**src/hdl/pmsfp_pkg.sv**
```systemverilog
package pmsfp_pkg;

  localparam logic [7:0] HdrFirst  = 8'hFE;
  localparam logic [7:0] HdrSecond = 8'hA5;

  localparam int unsigned PosW = 4;
  localparam logic [PosW-1:0] PosHunt     = 4'd0;
  localparam logic [PosW-1:0] PosHdr2     = 4'd1;
  localparam logic [PosW-1:0] PosBody     = 4'd2;
  localparam logic [PosW-1:0] PosPayFirst = 4'd4;
  localparam logic [PosW-1:0] PosCsum     = 4'd10;

  localparam int unsigned PayBytes = 6;
  localparam int unsigned PayIdxW  = $clog2(PayBytes);

  localparam int unsigned CfgIdxW = 2;
  localparam logic [CfgIdxW-1:0] CfgPm25Level = 2'd0;
  localparam logic [CfgIdxW-1:0] CfgPm10Level = 2'd1;

  localparam logic [15:0] Pm25LevelRst = 16'd75;
  localparam logic [15:0] Pm10LevelRst = 16'd150;

  localparam int unsigned QueueDepthDef = 2;

  typedef struct packed {
    logic [15:0] pm1;
    logic [15:0] pm25;
    logic [15:0] pm10;
    logic        ok;
  } frame_t;

  typedef struct packed {
    logic full;
    logic empty;
  } queue_stat_t;

endpackage

```
**src/hdl/pmsfp_front.sv**
```systemverilog
module pmsfp_front (
  input  logic                clk_i,
  input  logic                rst_ni,
  input  logic                in_valid_i,
  output logic                in_stall_o,
  input  logic [7:0]          rx_byte_i,
  input  pmsfp_pkg::queue_stat_t q_stat_i,
  output logic                push_o,
  output pmsfp_pkg::frame_t   frame_o
);

  logic [pmsfp_pkg::PosW-1:0] pos_q, pos_d;
  logic [7:0]                 sum_q, sum_d;
  logic [7:0]                 pay_q [pmsfp_pkg::PayBytes];
  logic [pmsfp_pkg::PosW-1:0] pay_off;
  logic                       accept;

  assign in_stall_o = q_stat_i.full;
  assign accept     = in_valid_i && !in_stall_o;
  assign pay_off    = pos_q - pmsfp_pkg::PosPayFirst;

  always_comb begin
    pos_d = pos_q;
    sum_d = sum_q;
    if (accept) begin
      priority if (pos_q == pmsfp_pkg::PosHunt) begin
        if (rx_byte_i == pmsfp_pkg::HdrFirst) pos_d = pmsfp_pkg::PosHdr2;
      end else if (pos_q == pmsfp_pkg::PosHdr2) begin
        if (rx_byte_i == pmsfp_pkg::HdrSecond) begin
          sum_d = rx_byte_i;
          pos_d = pmsfp_pkg::PosBody;
        end else if (rx_byte_i == pmsfp_pkg::HdrFirst) begin
          pos_d = pmsfp_pkg::PosHdr2;
        end else begin
          pos_d = pmsfp_pkg::PosHunt;
        end
      end else if (pos_q < pmsfp_pkg::PosCsum) begin
        sum_d = sum_q + rx_byte_i;
        pos_d = pos_q + 4'd1;
      end else begin
        sum_d = 8'd0;
        pos_d = pmsfp_pkg::PosHunt;
      end
    end
  end

  always_ff @(posedge clk_i or negedge rst_ni) begin
    if (!rst_ni) begin
      pos_q <= pmsfp_pkg::PosHunt;
      sum_q <= 8'd0;
    end else begin
      pos_q <= pos_d;
      sum_q <= sum_d;
    end
  end

  always_ff @(posedge clk_i) begin
    if (accept && pos_q >= pmsfp_pkg::PosPayFirst && pos_q < pmsfp_pkg::PosCsum) begin
      pay_q[pay_off[pmsfp_pkg::PayIdxW-1:0]] <= rx_byte_i;
    end
  end

  assign push_o        = accept && (pos_q >= pmsfp_pkg::PosCsum);
  assign frame_o.pm1   = {pay_q[0], pay_q[1]};
  assign frame_o.pm25  = {pay_q[2], pay_q[3]};
  assign frame_o.pm10  = {pay_q[4], pay_q[5]};
  assign frame_o.ok    = (sum_q == rx_byte_i);

endmodule

```
**src/hdl/pmsfp_queue.sv**
```systemverilog
module pmsfp_queue #(
  parameter int unsigned Depth = pmsfp_pkg::QueueDepthDef
) (
  input  logic                   clk_i,
  input  logic                   rst_ni,
  input  logic                   push_i,
  input  pmsfp_pkg::frame_t      frame_i,
  input  logic                   pop_i,
  output pmsfp_pkg::frame_t      frame_o,
  output pmsfp_pkg::queue_stat_t stat_o
);

  localparam int unsigned PtrW = $clog2(Depth);
  localparam int unsigned CntW = $clog2(Depth + 1);
  localparam logic [PtrW-1:0] PtrLast = PtrW'(Depth - 1);
  localparam logic [CntW-1:0] CntFull = CntW'(Depth);

  pmsfp_pkg::frame_t mem_q [Depth];
  logic [PtrW-1:0]   wr_ptr_q, rd_ptr_q;
  logic [CntW-1:0]   cnt_q;
  logic              do_push, do_pop;

  assign stat_o.full  = (cnt_q == CntFull);
  assign stat_o.empty = (cnt_q == '0);
  assign do_push      = push_i && !stat_o.full;
  assign do_pop       = pop_i && !stat_o.empty;
  assign frame_o      = mem_q[rd_ptr_q];

  always_ff @(posedge clk_i) begin
    if (do_push) mem_q[wr_ptr_q] <= frame_i;
  end

  always_ff @(posedge clk_i or negedge rst_ni) begin
    if (!rst_ni) begin
      wr_ptr_q <= '0;
      rd_ptr_q <= '0;
      cnt_q    <= '0;
    end else begin
      if (do_push) wr_ptr_q <= (wr_ptr_q == PtrLast) ? '0 : wr_ptr_q + PtrW'(1);
      if (do_pop)  rd_ptr_q <= (rd_ptr_q == PtrLast) ? '0 : rd_ptr_q + PtrW'(1);
      unique case ({do_push, do_pop})
        2'b10:   cnt_q <= cnt_q + CntW'(1);
        2'b01:   cnt_q <= cnt_q - CntW'(1);
        default: cnt_q <= cnt_q;
      endcase
    end
  end

endmodule

```
**src/hdl/pmsfp_back.sv**
```systemverilog
module pmsfp_back (
  input  logic                            clk_i,
  input  logic                            rst_ni,
  input  logic                            cfg_valid_i,
  output logic                            cfg_ready_o,
  input  logic [pmsfp_pkg::CfgIdxW-1:0]   cfg_index_i,
  input  logic [15:0]                     cfg_data_i,
  input  pmsfp_pkg::frame_t               frame_i,
  input  pmsfp_pkg::queue_stat_t          q_stat_i,
  output logic                            pop_o,
  output logic                            out_valid_o,
  input  logic                            out_stall_i,
  output logic [15:0]                     pm1_value_o,
  output logic [15:0]                     pm25_value_o,
  output logic [15:0]                     pm10_value_o,
  output logic                            pm25_alarm_o,
  output logic                            pm10_alarm_o,
  output logic                            checksum_ok_o
);

  logic [15:0] pm25_lvl_q, pm10_lvl_q;
  logic [15:0] pm1_q, pm25_q, pm10_q;
  logic        alarm25_q, alarm10_q, ok_q, valid_q;

  assign cfg_ready_o = 1'b1;
  assign pop_o       = !q_stat_i.empty && (!valid_q || !out_stall_i);

  always_ff @(posedge clk_i or negedge rst_ni) begin
    if (!rst_ni) begin
      pm25_lvl_q <= pmsfp_pkg::Pm25LevelRst;
      pm10_lvl_q <= pmsfp_pkg::Pm10LevelRst;
    end else if (cfg_valid_i && cfg_ready_o) begin
      if (cfg_index_i == pmsfp_pkg::CfgPm25Level) pm25_lvl_q <= cfg_data_i;
      if (cfg_index_i == pmsfp_pkg::CfgPm10Level) pm10_lvl_q <= cfg_data_i;
    end
  end

  // Stored readings double as the output payload.
  always_ff @(posedge clk_i or negedge rst_ni) begin
    if (!rst_ni) begin
      pm1_q     <= 16'd0;
      pm25_q    <= 16'd0;
      pm10_q    <= 16'd0;
      alarm25_q <= 1'b0;
      alarm10_q <= 1'b0;
      ok_q      <= 1'b0;
      valid_q   <= 1'b0;
    end else if (pop_o) begin
      valid_q <= 1'b1;
      ok_q    <= frame_i.ok;
      if (frame_i.ok) begin
        pm1_q     <= frame_i.pm1;
        pm25_q    <= frame_i.pm25;
        pm10_q    <= frame_i.pm10;
        alarm25_q <= (frame_i.pm25 >= pm25_lvl_q);
        alarm10_q <= (frame_i.pm10 >= pm10_lvl_q);
      end
    end else if (!out_stall_i) begin
      valid_q <= 1'b0;
    end
  end

  assign out_valid_o   = valid_q;
  assign pm1_value_o   = pm1_q;
  assign pm25_value_o  = pm25_q;
  assign pm10_value_o  = pm10_q;
  assign pm25_alarm_o  = alarm25_q;
  assign pm10_alarm_o  = alarm10_q;
  assign checksum_ok_o = ok_q;

endmodule

```
**src/hdl/pm_sensor_frame_parser.sv**
```systemverilog
// Channel  | Handshake             | Payload
// ---------+-----------------------+------------------------------------------
// input    | in_valid_i/in_stall_o | rx_byte_i
// output   | out_valid_o/out_stall_i | pm1/pm25/pm10_value_o, alarms, checksum_ok_o
// config   | cfg_valid_i/cfg_ready_o | cfg_index_i, cfg_data_i
//
// One byte per cycle while in_stall_o is low. A frame's result goes into the frame queue
// with its checksum byte, then into the output register, which raises out_valid_o.
// rst_ni is asynchronous; no clearing pass, the block takes bytes right away.
// in_stall_o rises only while the frame queue holds QueueDepth results.
// cfg_ready_o is always high.
module pm_sensor_frame_parser #(
  parameter int unsigned QueueDepth = pmsfp_pkg::QueueDepthDef
) (
  input  logic                          clk_i,
  input  logic                          rst_ni,
  input  logic                          in_valid_i,
  output logic                          in_stall_o,
  input  logic [7:0]                    rx_byte_i,
  output logic                          out_valid_o,
  input  logic                          out_stall_i,
  output logic [15:0]                   pm1_value_o,
  output logic [15:0]                   pm25_value_o,
  output logic [15:0]                   pm10_value_o,
  output logic                          pm25_alarm_o,
  output logic                          pm10_alarm_o,
  output logic                          checksum_ok_o,
  input  logic                          cfg_valid_i,
  output logic                          cfg_ready_o,
  input  logic [pmsfp_pkg::CfgIdxW-1:0] cfg_index_i,
  input  logic [15:0]                   cfg_data_i
);

  pmsfp_pkg::frame_t      push_frame, pop_frame;
  pmsfp_pkg::queue_stat_t q_stat;
  logic                   push, pop;

  pmsfp_front u_front (
    .clk_i      (clk_i),
    .rst_ni     (rst_ni),
    .in_valid_i (in_valid_i),
    .in_stall_o (in_stall_o),
    .rx_byte_i  (rx_byte_i),
    .q_stat_i   (q_stat),
    .push_o     (push),
    .frame_o    (push_frame)
  );

  pmsfp_queue #(
    .Depth (QueueDepth)
  ) u_queue (
    .clk_i   (clk_i),
    .rst_ni  (rst_ni),
    .push_i  (push),
    .frame_i (push_frame),
    .pop_i   (pop),
    .frame_o (pop_frame),
    .stat_o  (q_stat)
  );

  pmsfp_back u_back (
    .clk_i         (clk_i),
    .rst_ni        (rst_ni),
    .cfg_valid_i   (cfg_valid_i),
    .cfg_ready_o   (cfg_ready_o),
    .cfg_index_i   (cfg_index_i),
    .cfg_data_i    (cfg_data_i),
    .frame_i       (pop_frame),
    .q_stat_i      (q_stat),
    .pop_o         (pop),
    .out_valid_o   (out_valid_o),
    .out_stall_i   (out_stall_i),
    .pm1_value_o   (pm1_value_o),
    .pm25_value_o  (pm25_value_o),
    .pm10_value_o  (pm10_value_o),
    .pm25_alarm_o  (pm25_alarm_o),
    .pm10_alarm_o  (pm10_alarm_o),
    .checksum_ok_o (checksum_ok_o)
  );

endmodule

```
**config.mk**
```make
export PLATFORM = sky130hd
export DESIGN_NAME = pm_sensor_frame_parser
export DESIGN_NICKNAME = d
export VERILOG_FILES = /design/src/hdl/pmsfp_pkg.sv /design/src/hdl/pmsfp_front.sv /design/src/hdl/pmsfp_queue.sv /design/src/hdl/pmsfp_back.sv /design/src/hdl/pm_sensor_frame_parser.sv
export SDC_FILE = /design/constraint.sdc
export NUM_CORES = 1
export LEC_CHECK = 0
export BUFFER_PORTS_ARGS = -buffer_cell sky130_fd_sc_hd__buf_2
export CAP_MARGIN = 10
export CORE_UTILIZATION = 64
export DETAILED_ROUTE_END_ITERATION = 16
export PLACE_DENSITY = 0.85
export RECOVER_POWER = 50
export SETUP_SLACK_MARGIN = 0.2
export SLEW_MARGIN = 10
export SYNTH_ARGS = -nofsm -noshare
export SYNTH_HDL_FRONTEND = slang
export SYNTH_HIERARCHICAL = 1
export SYNTH_SLANG_ARGS = --single-unit
export TNS_END_PERCENT = 5
```
**constraint.sdc**
```tcl
create_clock -name clk_i -period 9.05 [get_ports clk_i]
set_input_delay 0.905 -clock clk_i [delete_from_list [all_inputs] [get_ports clk_i]]
set_output_delay 0.905 -clock clk_i [all_outputs]
set_load 0.03 [all_outputs]
```
* Word level (Yosys, flattened, before mapping)
Memory sizes are Yosys's and may differ from the RTL's. Index checks and enable logic that the tools add are counted.
Cells by class: add/subtract/negate cells 7, eq/ne operators 11, shifts and indexed selects 0, div/mod/pow operators 0, bitwise logic cells 1, multiply operators 0, order comparisons 5, reduce and logical (&&, ||, !) cells 21, multiplexer cells 18
Operators with widths (number):
- $ge A16 B16 Y1 | 2
- $mux W8 | 3
- $mux W4 | 5
- $eq A8 B8 Y1 const B | 2
- $mux W1 | 9
- $add A8 B8 Y8 | 1
- $eq A8 B8 Y1 | 1
- $reduce_and A2 Y1 | 4
- $logic_and A1 B1 Y1 | 7
- $add A4 B1 Y4 const B | 1
- $eq A2 B1 Y1 const B | 2
- $eq A2 B2 Y1 const B | 2
- $eq A4 B1 Y1 const B | 1
- $ge A4 B3 Y1 const B | 1
- $ge A4 B4 Y1 const B | 1
- $logic_not A1 Y1 | 4
- $logic_not A2 Y1 | 2
- $logic_not A4 Y1 | 1
- $lt A4 B4 Y1 const B | 1
- $ne A2 B2 Y1 const B | 2
- $pmux W2 S2 | 1
- $reduce_and A3 Y1 | 1
- $sub A3 B3 Y3 const B | 1
- $add A1 B1 Y1 const B | 2
- 6 further kinds | 6
Storage, ports and cells: bits in writable memories 146, logic and storage cells 79, memories 2, input bits 31, latch bits 0, bits in read-only memories 0, register bits 100, output and inout port bits 54
Memory list:
- u_queue.mem_q | words 2, bits a word 49, read ports 1, clocked after memory_dff 0, write ports 1, line pmsfp_queue.sv:18 | pmsfp_pkg::frame_t mem_q [Depth];
- u_front.pay_q | words 6, bits a word 8, read ports 6, clocked after memory_dff 0, write ports 1, line pmsfp_front.sv:14 | logic [7:0] pay_q [pmsfp_pkg::PayBytes];

* Longest topological paths before layout
depth in word-level cells 7, mapped depth 10, mapped depth without buffers 9

* By module
Netlist, hierarchy kept.
By module, submodules not included:
- pmsfp_queue | times used 1, area an instance 3986.3 um^2, cells an instance 171, seq. area each 3042.9 um^2
- pmsfp_back | times used 1, area an instance 3923.8 um^2, cells an instance 413, seq. area each 2112.0 um^2
- pmsfp_front | times used 1, area an instance 2537.4 um^2, cells an instance 174, seq. area each 1741.7 um^2

* Least setup slack after synthesis
OpenSTA, ideal clock, no wires.
path type in2reg, start point input in_valid_i, end point memory u_queue/mem_q[0][0] (netlist bit), enable pin, slack 5.065 ns, stages 5, library setup time 0.456 ns, required time 8.594 ns, data arrival time 3.529 ns, path buffers 1, cell sequence nand2b_1 clkbuf_1 nor2_1 nand2_1 nor2_1
On the way: cells in the longest elaborated chain, start to end 5
RTL lines:
- start, declared | line pm_sensor_frame_parser.sv:17 | input logic in_valid_i,
- $logic_and A1 B1 Y1 | line pmsfp_front.sv:19 | assign accept = in_valid_i && !in_stall_o;
- $logic_and A1 B1 Y1 | line pmsfp_front.sv:63 | assign push_o = accept && (pos_q >= pmsfp_pkg::PosCsum);
- net push | line pm_sensor_frame_parser.sv:36 | logic push, pop;
- $logic_and A1 B1 Y1 | line pmsfp_queue.sv:25 | assign do_push = push_i && !stat_o.full;
- $mux W1 | line pmsfp_queue.sv:30 | if (do_push) mem_q[wr_ptr_q] <= frame_i;
- $mux W1 (not written as such) | line pmsfp_queue.sv:30
- end, declared | line pmsfp_queue.sv:18
The timed path passes the listed nets, and every way through them passes these cells.

==> run metrics <==
status finished with violations; failing checks capacitance limit, slew limit; fin util 74.05%; pre-CTS setup slack 5.986 ns; clock slew at reported path FFs 0.06 ns; crit path max fanout 63; EDFF count, synth 146; synth warn 6; met3 routed WL 1.301 mm; post-synthesis async set-or-reset flop share 40.65%; Final WS setup 4.065 ns; most frequent CP cell clkbuf_1; HPWL Detailed 14.23 mm; CTS resizes 0; TNS Setup 0 ns; mux cell area share after synthesis 8.970%; PortBufs 83; area leader, netlist edfxtp_1; Die W 129.8 um; # DRC 0; Hold Path Class reg -> reg; Clk pwr share 26.5%; Compound-Gate Fraction of Synth Area 5.006%; number of distinct library cells after synthesis 64; CTS tree yes; Finish-stage setup viols 0; CTS Buf Count 25; clk sinks 246; vias in the first global route 6422; layout cells sized above 1 23.35%; CTS hold repair buffers 0; Post-Route WL 21.66 mm; Die H 129.8 um; Register Area 6898 um^2; routed length on met1 8.828 mm; Max Cap Viol 2; Reg power frac 40.2%; sequential area share after synthesis 66.01%; Static Leakage 0.005046 uW; vias per cell 5.829; TritonRoute pass-1 iters 5; Reg2Reg Launch Point u_queue/rd_ptr_q; # IOs 85; crit path time final 4.985 ns; Final ANT Viol Nets 0; mapped cell area 10450 um^2; DR top layer met4; Non-Filler Instances 1081; row cnt 46; gpl congestion 0.8959; placed cell count 1036; global-route wire length before repair 33.38 mm; Top FF cell, synth edfxtp_1; top cells by area, synth edfxtp_1 (42%), dfrtp_1 (22%), mux2_4 (7.0%), nand2_1 (6.4%), ha_1 (5.1%); switching share of power 35.39%; filler instances 992; Area Overhead vs Synth 12.59%; fmax 200.6 MHz; crit share post-route 55.09%; Yosys reg bits 246; average cell area after synthesis 13.78 um^2; core area 15890 um^2; CP required 8.95 ns; hold path startpoint u_front/pay_q[5][3]; post-synth net total 833; Multi-input gate area 3182 um^2; combinational share of power 33.3%; Nets 922; Crit. End Element async pin; Clk Latency, worst-skew pair 0.51 ns; Post-CTS Setup Bufs 0; largest net degree at the start of global routing 64; crit path buf inv count 2; Final Hold Fails 0; Cell Chain, Critical Path clkbuf_1 -> clkbuf_1; RSZ-0062 raised after global routing false; root buf cell clkbuf_16; gr ovfl total 0; xor/xnor share of the synthesized area 0.8383%; Largest stage delay, worst path 2.34 ns; worst-case clock buffer depth 3; Slew HR -109.5%; clk_skew 0.01560 ns; Post-Synth Adder-Cell Area 5.341%; vias 6301; CP top delay family buffers and inverters; met2 WL 10.89 mm; Critical Path Start rst_ni; fin. max-slew vios 103; Worst Path Class, Setup in -> async; Cell Int Power 2482 uW; initial antenna violation count 0; GRT Util Overall 26.52%; share of the synthesized area in the top cell type 41.96%; n_diodes 0; P per Cell Area 326.6 nW/um^2; peak supply drop 0.0001957 V; Avg WL per Cell 20.04 um; CP startpoint kind input port; largest family of logic cells by synthesized area simple AND/OR/NAND/NOR gates; Net Switching 1360 uW; cell count after synthesis 758; critical path arrival 4.89 ns; initial drt markers 435; Die ar. 16840 um^2; starting density of the core 65.77%; Post-Synth Simple-Gate Area 10.22%; H-tree depth 1; Slowest-stage cell, CP clkbuf_1; worst-margin pin slew 3.143 ns
==> cells by family after synthesis <==
group	after synthesis
AOI/OAI and AO/OA	81
adders and majority gates	44
buffers and inverters	66
xor gates and xnor gates	10
DFF	246
other	1
and+or+nand+nor	243
muxes	67
==> sequential cells by signal, indices dropped and copies added (netlist names) <==
register,flops
u_back/pm1_value_o,16
u_back/pm10_value_o,16
u_queue/cnt_q,2
u_front/pos_q,4
u_front/sum_q,8
u_back/pm25_value_o,16
u_back/pm25_alarm_o,1
u_queue/mem_q,98
u_queue/wr_ptr_q,1
u_back/out_valid_o,1
u_back/checksum_ok_o,1
u_back/pm10_alarm_o,1
u_queue/rd_ptr_q,1
u_front/pay_q,48
u_back/pm25_lvl_q,16
u_back/pm10_lvl_q,16
==> per-layer routing <==
layer,GRT usage [%],vias up
li1,-,2844
met1,34.05,3137
met2,46.21,269
met3,3.895,51
met4,9.781,0
met5,0,-
==> power groups by stage <==
| stage | sequential (uW) | clock (uW) | combinational (uW) |
|---|---|---|---|
| after global placement | 1540 | 0 | 1210 |
| after global routing | 1560 | 1080 | 1390 |
| after CTS | 1540 | 1030 | 1280 |
| after floorplan | 1730 | 0 | 794 |
| after detailed placement | 1550 | 0 | 1260 |
| final | 1540 | 1020 | 1280 |
==> synth_stat cells, types with 4 or more instances <==
library cell and count:
mux2_2 17, dfstp_2 8, xor2_1 5, a211oi_1 4, xnor2_1 5, dfrtp_1 92, edfxtp_1 146, nor2_1 21
mux2_4 49, o22ai_1 4, o21ai_0 30, nand2_1 178, buf_12 5, nor3_1 7, buf_2 9, inv_1 38
clkbuf_1 8, a21oi_1 17, nand2b_1 8, ha_1 43
==> area by class of cell <==
type	count	area share [%]
clock buffers	32	5.797
clock inverters	13	1.191
inverters	38	1.213
multi-input cells	446	27.05
flip-flops and latches	246	58.64
well taps	216	2.298
repair buffers	90	3.808
==> final timing paths <==
path                       cells after the start                     end  slack [ns]
max in group clk_i                             8     u_back/pm10_alarm_o        5.92
setup / recovery                               2  u_back/pm10_value_o[3]        4.06
setup reg to reg                               8     u_back/pm10_alarm_o        5.92
hold reg to reg                                0     u_queue/mem_q[0][4]        0.44
hold / removal                                 0     u_queue/mem_q[0][4]        0.44
min in group asynchronous                      1  u_back/pm10_value_o[9]        1.10
==> cell usage in the layout (no fill, tap or decap), types with 7 or more instances in the layout <==
| master | netlist | layout |
|---|---|---|
| nor2_1 | 21 | 20 |
| ha_1 | 43 | 43 |
| nand2b_1 | 8 | 8 |
| o21ai_0 | 30 | 30 |
| nand2_1 | 178 | 177 |
| dfstp_2 | 8 | 8 |
| clkbuf_1 | 8 | 16 |
| buf_2 | 9 | 73 |
| edfxtp_1 | 146 | 146 |
| dfrtp_1 | 92 | 91 |
| nor3_1 | 7 | 7 |
| inv_1 | 38 | 38 |
| mux2_4 | 49 | 49 |
| mux2_2 | 17 | 16 |
| clkbuf_16 | 0 | 25 |
| a21oi_1 | 17 | 17 |
==> metrics by stage <==
stage	power, uW	instance area (um^2)	hold slack [ns]
floorplan	2526	10450	0.4215
global placement	2749	10970	0.4220
detailed placement	2818	10970	0.4304
CTS	3852	11800	0.3976
global route	4036	11760	0.4441
finish	3841	11760	0.4407
Note: power is estimated with default switching activity, not from simulation.
